`config.mk`:
```
export PLATFORM = sky130hd
export DESIGN_NAME = radial_spotlight_luminance_top
export DESIGN_NICKNAME = d
export VERILOG_FILES = /design/src/rtl/rsl_pkg.sv /design/src/rtl/rsl_dist.sv /design/src/rtl/rsl_sqrt.sv /design/src/rtl/rsl_scale.sv /design/src/rtl/radial_spotlight_luminance_top.sv
export VERILOG_INCLUDE_DIRS = /design/src /design/src/rtl
export SDC_FILE = /design/constraint.sdc
export NUM_CORES = 2
export LEC_CHECK = 0
export BUFFER_PORTS_ARGS = -buffer_cell sky130_fd_sc_hd__buf_4
export CORE_MARGIN = 8
export CORE_UTILIZATION = 43
export DETAILED_ROUTE_END_ITERATION = 6
export GPL_TIMING_DRIVEN = 0
export PLACE_DENSITY = 0.66
export SLEW_MARGIN = 25
export SYNTH_ARGS = -nofsm -noshare
export SYNTH_HDL_FRONTEND = slang
export SYNTH_SLANG_ARGS = --single-unit
```
`constraint.sdc`:
```
create_clock -name clk -period 8.8 [get_ports clk]
set_clock_uncertainty 0.2 [all_clocks]
set_input_delay 1.76 -clock clk [delete_from_list [all_inputs] [get_ports clk]]
set_output_delay 1.76 -clock clk [all_outputs]
set_load 0.01 [all_outputs]
```
`src/rtl/radial_spotlight_luminance_top_macros.svh`:
```
// Assertion macros used by the radial spotlight RTL (included by rsl_scale).
`ifndef RADIAL_SPOTLIGHT_LUMINANCE_TOP_MACROS_SVH
`define RADIAL_SPOTLIGHT_LUMINANCE_TOP_MACROS_SVH

`ifndef SYNTHESIS
`define RSL_ASSERT_IMPL(name, clk, rst, ante, cons) \
  name: assert property (@(posedge clk) disable iff (rst) (ante) |-> (cons)) \
    else $error("rsl: check failed");
`define RSL_ASSERT_NEXT(name, clk, rst, ante, cons) \
  name: assert property (@(posedge clk) disable iff (rst) (ante) |=> (cons)) \
    else $error("rsl: check failed");
`else
`define RSL_ASSERT_IMPL(name, clk, rst, ante, cons)
`define RSL_ASSERT_NEXT(name, clk, rst, ante, cons)
`endif

`endif

```
`src/rtl/rsl_pkg.sv`:
```
// Shared constants and helpers for the radial spotlight luminance block.
package rsl_pkg;

  localparam int COORD_W      = 12;
  localparam int COORD_LIMIT  = 4096;
  localparam int LUM_BITS_DEF = 16;

  localparam int SUM_W   = 2 * COORD_W + 1;
  localparam int ROOT_W  = 16;
  localparam int RAD_W   = 2 * ROOT_W;
  localparam int REM_W   = ROOT_W + 2;

  localparam int NEAR_SUM_MAX = 25601;

  localparam int FACTOR_W = 17;
  localparam logic [FACTOR_W-1:0] UNITY_FACTOR = 17'd65536;
  localparam logic [FACTOR_W-1:0] FAR_FACTOR   = 17'd13107;
  localparam logic [FACTOR_W-1:0] NEAR_FACTOR_MIN = 17'd13108;

  localparam int SCALED_W  = ROOT_W + 5;
  localparam int DIV_M_W   = 22;
  localparam logic [DIV_M_W-1:0] DIV_M = 22'd2684354;
  localparam int DIV_SHIFT = 26;
  localparam int PROD_W    = SCALED_W + DIV_M_W;
  localparam int QUOT_W    = PROD_W - DIV_SHIFT;
  localparam int DIVISOR   = 25;

  localparam int REG_ADDR_W = 3;
  localparam int DATA_W     = 32;
  localparam logic REG_CENTER_X = 1'b0;
  localparam logic REG_CENTER_Y = 1'b1;

  function automatic logic [COORD_W-1:0] clamp_coord(input logic [COORD_W-1:0] v);
    logic [COORD_W-1:0] res;
    res = v;
    if (int'(v) >= COORD_LIMIT) begin
      res = COORD_W'(COORD_LIMIT - 1);
    end
    return res;
  endfunction

  function automatic logic [COORD_W-1:0] abs_diff(input logic [COORD_W-1:0] a,
                                                  input logic [COORD_W-1:0] b);
    logic [COORD_W-1:0] res;
    if (a >= b) begin
      res = a - b;
    end else begin
      res = b - a;
    end
    return res;
  endfunction

endpackage

```
`src/rtl/rsl_dist.sv`:
```
// Distance front end: clamp, absolute offsets, squares and the near test.
module rsl_dist
  import rsl_pkg::*;
#(
  parameter int LUM_BITS = LUM_BITS_DEF
) (
  input  logic                clk,
  input  logic                rst,
  input  logic                in_valid,
  output logic                in_stall,
  input  logic [COORD_W-1:0]  pixel_col,
  input  logic [COORD_W-1:0]  pixel_row,
  input  logic [LUM_BITS-1:0] lum_in,
  input  logic [COORD_W-1:0]  center_x,
  input  logic [COORD_W-1:0]  center_y,
  output logic                out_valid,
  input  logic                out_stall,
  output logic [RAD_W-1:0]    out_rad,
  output logic                out_near,
  output logic [LUM_BITS-1:0] out_lum
);

  logic                  v1, v2, v3;
  logic                  rdy1, rdy2, rdy3;
  logic [COORD_W-1:0]    dx1, dy1;
  logic [LUM_BITS-1:0]   lum1, lum2, lum3;
  logic [2*COORD_W-1:0]  sqx2, sqy2;
  logic [SUM_W-1:0]      sum;
  logic                  near_next;
  logic [RAD_W-1:0]      rad_next;
  logic [RAD_W-1:0]      rad3;
  logic                  near3;

  assign rdy3     = !v3 || !out_stall;
  assign rdy2     = !v2 || rdy3;
  assign rdy1     = !v1 || rdy2;
  assign in_stall = !rdy1;

  assign sum       = {1'b0, sqx2} + {1'b0, sqy2};
  assign near_next = sum <= SUM_W'(NEAR_SUM_MAX);
  assign rad_next  = near_next ? {sum[RAD_W/2-1:0], (RAD_W/2)'(0)} : '0;

  always_ff @(posedge clk) begin
    if (rst) begin
      v1 <= 1'b0;
      v2 <= 1'b0;
      v3 <= 1'b0;
    end else begin
      if (rdy1) v1 <= in_valid;
      if (rdy2) v2 <= v1;
      if (rdy3) v3 <= v2;
    end
  end

  always_ff @(posedge clk) begin
    if (rdy1) begin
      dx1  <= abs_diff(clamp_coord(center_x), clamp_coord(pixel_col));
      dy1  <= abs_diff(clamp_coord(center_y), clamp_coord(pixel_row));
      lum1 <= lum_in;
    end
    if (rdy2) begin
      sqx2 <= dx1 * dx1;
      sqy2 <= dy1 * dy1;
      lum2 <= lum1;
    end
    if (rdy3) begin
      rad3  <= rad_next;
      near3 <= near_next;
      lum3  <= lum2;
    end
  end

  assign out_valid = v3;
  assign out_rad   = rad3;
  assign out_near  = near3;
  assign out_lum   = lum3;

endmodule

```
`src/rtl/rsl_sqrt.sv`:
```
// Pipelined integer square root, one root bit per stage.
module rsl_sqrt
  import rsl_pkg::*;
#(
  parameter int SIDE_W = LUM_BITS_DEF + 1
) (
  input  logic              clk,
  input  logic              rst,
  input  logic              in_valid,
  output logic              in_stall,
  input  logic [RAD_W-1:0]  in_rad,
  input  logic [SIDE_W-1:0] in_side,
  output logic              out_valid,
  input  logic              out_stall,
  output logic [ROOT_W-1:0] out_root,
  output logic [SIDE_W-1:0] out_side
);

  localparam int N = ROOT_W;

  logic              vld     [N];
  logic              rdy     [N+1];
  logic [REM_W-1:0]  rem     [N];
  logic [ROOT_W-1:0] root    [N];
  logic [RAD_W-1:0]  rad     [N];
  logic [SIDE_W-1:0] side    [N];
  logic              src_vld [N];
  logic [REM_W-1:0]  src_rem [N];
  logic [ROOT_W-1:0] src_root[N];
  logic [RAD_W-1:0]  src_rad [N];
  logic [SIDE_W-1:0] src_side[N];

  assign rdy[N]   = !out_stall;
  assign in_stall = !rdy[0];

  for (genvar k = 0; k < N; k++) begin : g_stage
    logic [REM_W-1:0] cur;
    logic [REM_W-1:0] trial;
    logic             ge;

    if (k == 0) begin : g_first
      assign src_vld[k]  = in_valid;
      assign src_rem[k]  = '0;
      assign src_root[k] = '0;
      assign src_rad[k]  = in_rad;
      assign src_side[k] = in_side;
    end else begin : g_rest
      assign src_vld[k]  = vld[k-1];
      assign src_rem[k]  = rem[k-1];
      assign src_root[k] = root[k-1];
      assign src_rad[k]  = rad[k-1];
      assign src_side[k] = side[k-1];
    end

    assign rdy[k] = !vld[k] || rdy[k+1];
    assign cur    = {src_rem[k][REM_W-3:0], src_rad[k][RAD_W-1 -: 2]};
    assign trial  = {src_root[k], 2'b01};
    assign ge     = cur >= trial;

    always_ff @(posedge clk) begin
      if (rst) begin
        vld[k] <= 1'b0;
      end else if (rdy[k]) begin
        vld[k] <= src_vld[k];
      end
    end

    always_ff @(posedge clk) begin
      if (rdy[k]) begin
        rem[k]  <= ge ? cur - trial : cur;
        root[k] <= {src_root[k][ROOT_W-2:0], ge};
        rad[k]  <= {src_rad[k][RAD_W-3:0], 2'b00};
        side[k] <= src_side[k];
      end
    end
  end

  assign out_valid = vld[N-1];
  assign out_root  = root[N-1];
  assign out_side  = side[N-1];

endmodule

```
`src/rtl/rsl_scale.sv`:
```
// Factor from distance and luminance scaling.
module rsl_scale
  import rsl_pkg::*;
#(
  parameter int LUM_BITS = LUM_BITS_DEF
) (
  input  logic                clk,
  input  logic                rst,
  input  logic                in_valid,
  output logic                in_stall,
  input  logic [ROOT_W-1:0]   in_dist,
  input  logic                in_near,
  input  logic [LUM_BITS-1:0] in_lum,
  output logic                out_valid,
  input  logic                out_stall,
  output logic [LUM_BITS-1:0] lum_out
);

`include "radial_spotlight_luminance_top_macros.svh"

  logic                         v1, v2, v3;
  logic                         rdy1, rdy2, rdy3;
  logic [SCALED_W-1:0]          scaled;
  logic [SCALED_W-1:0]          x1;
  logic [PROD_W-1:0]            prod1;
  logic                         near1, near2;
  logic [LUM_BITS-1:0]          lum1, lum2;
  logic [QUOT_W-1:0]            q0;
  logic [SCALED_W:0]            rem;
  logic [QUOT_W-1:0]            quot;
  logic [FACTOR_W-1:0]          factor_next;
  logic [FACTOR_W-1:0]          factor2;
  logic [LUM_BITS+FACTOR_W-1:0] product;
  logic [LUM_BITS-1:0]          out3;

  assign rdy3     = !v3 || !out_stall;
  assign rdy2     = !v2 || rdy3;
  assign rdy1     = !v1 || rdy2;
  assign in_stall = !rdy1;

  assign scaled = {in_dist, 5'b00000};

  assign q0   = prod1[PROD_W-1:DIV_SHIFT];
  assign rem  = {1'b0, x1} - (SCALED_W+1)'(q0 * DIVISOR);
  assign quot = (rem >= (SCALED_W+1)'(DIVISOR)) ? q0 + 1'b1 : q0;
  assign factor_next = near1 ? UNITY_FACTOR - FACTOR_W'(quot) : FAR_FACTOR;

  assign product = lum2 * factor2;

  always_ff @(posedge clk) begin
    if (rst) begin
      v1 <= 1'b0;
      v2 <= 1'b0;
      v3 <= 1'b0;
    end else begin
      if (rdy1) v1 <= in_valid;
      if (rdy2) v2 <= v1;
      if (rdy3) v3 <= v2;
    end
  end

  always_ff @(posedge clk) begin
    if (rdy1) begin
      x1    <= scaled;
      prod1 <= scaled * DIV_M;
      near1 <= in_near;
      lum1  <= in_lum;
    end
    if (rdy2) begin
      factor2 <= factor_next;
      near2   <= near1;
      lum2    <= lum1;
    end
    if (rdy3) begin
      out3 <= product[LUM_BITS+15:16];
    end
  end

  assign out_valid = v3;
  assign lum_out   = out3;

  `RSL_ASSERT_IMPL(a_far_zero_dist, clk, rst, v1 && !near1, x1 == '0)
  `RSL_ASSERT_IMPL(a_near_factor_floor, clk, rst, v2 && near2, factor2 >= NEAR_FACTOR_MIN)
  `RSL_ASSERT_NEXT(a_out_not_brighter, clk, rst, v2 && rdy3, out3 <= $past(lum2))

endmodule

```
`src/rtl/radial_spotlight_luminance_top.sv`:
```
// Top level of the radial spotlight luminance block with its register port.
//
//  channel  direction  handshake             word
//  pixel    in         in_valid / in_stall   pixel_col, pixel_row, lum_in
//  result   out        out_valid / out_stall lum_out
//  config   in         APB psel/penable      center_x at 0x0, center_y at 0x4
//
// One word per clock while out_stall stays low; the chain has 3 distance stages,
// 16 square-root stages (one root bit each) and 3 factor and multiply stages.
// Synchronous reset clears the stage valid bits and both center registers.
// A stall on the result side holds only the stages that are full; empty
// stages keep filling, and in_stall rises once the whole chain is occupied.
module radial_spotlight_luminance_top
  import rsl_pkg::*;
#(
  parameter int LUM_BITS = LUM_BITS_DEF
) (
  input  logic                  clk,
  input  logic                  rst,
  input  logic                  in_valid,
  output logic                  in_stall,
  input  logic [COORD_W-1:0]    pixel_col,
  input  logic [COORD_W-1:0]    pixel_row,
  input  logic [LUM_BITS-1:0]   lum_in,
  output logic                  out_valid,
  input  logic                  out_stall,
  output logic [LUM_BITS-1:0]   lum_out,
  input  logic                  psel,
  input  logic                  penable,
  input  logic                  pwrite,
  input  logic [REG_ADDR_W-1:0] paddr,
  input  logic [DATA_W-1:0]     pwdata,
  output logic [DATA_W-1:0]     prdata,
  output logic                  pready
);

  logic [COORD_W-1:0]  center_x;
  logic [COORD_W-1:0]  center_y;
  logic                cfg_write;

  logic                d_valid, d_stall;
  logic [RAD_W-1:0]    d_rad;
  logic                d_near;
  logic [LUM_BITS-1:0] d_lum;

  logic                s_valid, s_stall;
  logic [ROOT_W-1:0]   s_root;
  logic [LUM_BITS:0]   s_side;

  assign pready    = 1'b1;
  assign cfg_write = psel && penable && pwrite && pready;

  always_ff @(posedge clk) begin
    if (rst) begin
      center_x <= '0;
      center_y <= '0;
    end else if (cfg_write) begin
      unique case (paddr[REG_ADDR_W-1:2])
        REG_CENTER_X: center_x <= pwdata[COORD_W-1:0];
        REG_CENTER_Y: center_y <= pwdata[COORD_W-1:0];
        default: ;
      endcase
    end
  end

  always_comb begin
    unique case (paddr[REG_ADDR_W-1:2])
      REG_CENTER_X: prdata = DATA_W'(center_x);
      REG_CENTER_Y: prdata = DATA_W'(center_y);
      default:      prdata = '0;
    endcase
  end

  rsl_dist #(
    .LUM_BITS(LUM_BITS)
  ) u_dist (
    .clk       (clk),
    .rst       (rst),
    .in_valid  (in_valid),
    .in_stall  (in_stall),
    .pixel_col (pixel_col),
    .pixel_row (pixel_row),
    .lum_in    (lum_in),
    .center_x  (center_x),
    .center_y  (center_y),
    .out_valid (d_valid),
    .out_stall (d_stall),
    .out_rad   (d_rad),
    .out_near  (d_near),
    .out_lum   (d_lum)
  );

  rsl_sqrt #(
    .SIDE_W(LUM_BITS + 1)
  ) u_sqrt (
    .clk       (clk),
    .rst       (rst),
    .in_valid  (d_valid),
    .in_stall  (d_stall),
    .in_rad    (d_rad),
    .in_side   ({d_near, d_lum}),
    .out_valid (s_valid),
    .out_stall (s_stall),
    .out_root  (s_root),
    .out_side  (s_side)
  );

  rsl_scale #(
    .LUM_BITS(LUM_BITS)
  ) u_scale (
    .clk       (clk),
    .rst       (rst),
    .in_valid  (s_valid),
    .in_stall  (s_stall),
    .in_dist   (s_root),
    .in_near   (s_side[LUM_BITS]),
    .in_lum    (s_side[LUM_BITS-1:0]),
    .out_valid (out_valid),
    .out_stall (out_stall),
    .lum_out   (lum_out)
  );

endmodule

```
==> qor.txt <==
Worst Hold Class = reg2reg
Status = completed
Vias in the first global route = 41882
Sequential fraction of the synthesis area = 43.9%
I/O Pins = 133
Dpl hpwl = 95.8 mm
Core Area = 150000 µm²
Post-synth ARST share = 0%
Row count = 142
DR vias/cell = 4.95
CP arrival = 6310 ps
Gate count after technology mapping = 5630
H-tree depth = 3
First-pass GRT wire length = 207 mm
Worst-Skew Late Latency = 720 ps
Slew Viols, Final = 0
CTS Buffer Depth = 3
Core Util, Final = 48.1%
DRT Wirelength = 122 mm
Crit share post-route = 94.0%
CP startpoint kind = primary input
Layout cells sized above 1 = 6.22%
# clock sinks = 961
Final Hold Fails = 0
Area occupied by multi-input gates = 32300 µm²
Initial Utilization = 43.3%
Detailed-route wire length per cell = 15.3 µm
Final WS setup = 526 ps
Via count = 39448
Rel. slew slack = 44.3%
RSZ-0062 raised after global routing = false
Die height = 405 µm
Post-synthesis cell area = 65000 µm²
Crit-path max FO = 20
Register area = 28600 µm²
Initial antenna violation count = 0
Root buffer cell = clkbuf_16
Final min period = 8270 ps
Flip-flop and latch count after synthesis = 961
Fillcell total = 13406
Critical path type = in2out
TritonCTS clock tree = yes
Critical Path RT = 6840 ps
Initial drt markers = 1985
Post-synth cell types = 87
Post-CTS Setup Inserts = 0
DR DRC count = 0
Syn avg cell area = 11.5 µm²
Clock transition at path regs = 60 ps
Drt pass-1 iters = 5
Gr usage total = 15.2%
YS warnings = 0
Die area = 164000 µm²
GPL Wtd Cong = 0.888
GRT Residual Overflow = 0
Max Cap Viol = 0
Chip Width = 405 µm
Worst Max-Slew Pin Slew = 834 ps
I/O Buffers = 87
Place WS = -231 ps
Total CTS buffers = 105
Final Net Count = 7064
Number of synthesized flops with an enable pin = 931
Layout Area Growth over Synthesis = 10.9%
Ys flop type = edfxtp_1
Largest net degree at the start of global routing = 51
Post-DRT Antenna Nets = 0
Setup crit end kind = output port
Hold slack = 198 ps
Fmax achieved = 121 MHz
Final setup violation count = 0
-- kinds of logic (layout without fill, tap and decap cells) --
group	count (synthesis)	after routing	synth area share, %
multiplexers	47	47	0.770
AO/OA/AOI/OAI	747	747	7.39
AND/OR/NAND/NOR	1361	1361	10.3
buffers and inverters	1131	1425	6.66
XOR/XNOR	258	258	3.48
adder cells (fa/ha/maj)	1123	1123	27.4
other	2	24	0.0116
flip-flops	961	961	43.9
-- synthesized netlist by cell type (all sizes together), types with 11 or more instances --
library cell	count	area, µm²
nor2	276	1040
a21boi	15	113
o21a	61	458
o31ai	11	82.6
o211ai	13	103
xor2	68	596
nand4	19	119
o21ai	156	781
clkbuf	114	428
nor4	23	144
or3	31	194
mux2	24	270
a211oi	26	200
buf	26	184
xnor2	190	1660
nor3	79	400
a31oi	13	81.3
nand3	65	338
fa	503	10100
mux2i	23	230
o21bai	47	364
nand2	424	1590
edfxtp	931	28000
a21oi	241	1210
nor2b	53	332
or2	23	144
and3	33	206
inv	990	3720
ha	620	7760
dfxtp	30	601
or4	13	97.6
and2	232	1450
nand2b	49	307
a21o	59	443
-- placed cells by master (no fill, tap or decap), types with 46 or more instances in the layout --
cell       count
o21bai_1      46
edfxtp_1     931
nand2_1      415
clkbuf_16    105
nor3_1        78
nor2b_1       53
fa_1         503
o21ai_0      149
xnor2_1      190
buf_4        108
nand3_1       61
xor2_1        68
clkbuf_1     128
nand2b_1      49
a21o_1        59
nor2_1       275
inv_1        980
and2_1       231
ha_1         620
a21oi_1      241
o21a_1        61
-- sequential cells by signal, summed over array words and instances (netlist names), 12 cells and up --
| signal | flops |
|---|---|
| u_scale.prod1 | 17 |
| u_sqrt.rem | 217 |
| u_sqrt.side | 272 |
| u_scale.lum_out | 16 |
| u_dist.sqy2 | 23 |
| u_sqrt.vld | 16 |
| u_dist.sqx2 | 23 |
| u_sqrt.root | 136 |
| u_scale.lum1 | 16 |
| u_scale.lum2 | 16 |
| u_dist.lum1 | 16 |
| u_dist.dy1 | 12 |
| u_dist.out_rad | 16 |
| u_scale.x1 | 16 |
| u_dist.lum2 | 16 |
| u_scale.factor2 | 17 |
| u_sqrt.rad | 56 |
| u_dist.out_lum | 16 |
| center_y | 12 |
| center_x | 12 |
| u_dist.dx1 | 12 |
-- routing by layer --
| layer | track usage [%] | vias up | wire length [µm] |
|---|---|---|---|
| li1 | - | 19353 | - |
| met1 | 18.9 | 19243 | 52400 |
| met2 | 27.1 | 629 | 61400 |
| met3 | 2.30 | 223 | 4570 |
| met4 | 4.73 | 0 | 3700 |
| met5 | 0 | - | 0 |
-- critical path: stages --
cell and delay [ps]:
buf_4 120, nand2_2 340, nor2_1 370, and2_1 390, clkinvlp_4 500, nor2_1 330, and2_1 360, and3_1 280
and2_1 220, inv_2 130, nor2_2 410, and3_1 430, nand3_4 340, inv_1 130, buf_4 130
-- through the flow --
step | setup TNS, ps | cells | area, µm²
floorplan | 0 | 5651 | 65100
global placement | -133500 | 7754 | 68300
detailed placement | -231 | 7768 | 68600
CTS | 0 | 7961 | 72100
global route | 0 | 7961 | 72100
finish | 0 | 7962 | 72100
-- final cells by class --
type / count / area share [%]
Antenna cell: 1 / 0.00347
Buffer: 140 / 0.852
Clock buffer: 122 / 3.75
Clock inverter: 71 / 1.06
Inverter: 991 / 5.16
Multi-Input combinational cell: 3559 / 44.8
Sequential cell: 961 / 39.6
Tap cell: 2016 / 3.50
Timing Repair Buffer: 101 / 1.32
-- timing repair --
action | in CTS | in global routing
endpoints found under the setup margin | 1 | 1
gates resized for setup | 1 | 1
hold buffers | 0 | 0
-- worst paths after layout --
check                                                       from                       endpoint  slack (ps)  depth (start not counted)
worst min register to register       u_sqrt.rad[0][57]$_DFFE_PP_    u_sqrt.rad[0][89]$_DFFE_PP_         200                          0
worst max-delay path                                   out_stall                       in_stall         530                         15
worst min-delay path                 u_sqrt.rad[0][57]$_DFFE_PP_    u_sqrt.rad[0][89]$_DFFE_PP_         200                          0
worst max register to register  u_scale.factor2[9]$_SDFFCE_PN1P_  u_scale.lum_out[15]$_DFFE_PP_         840                         23
Power is not shown: default switching activity piles up to over one toggle a cycle in this logic, so the estimate is an artifact.
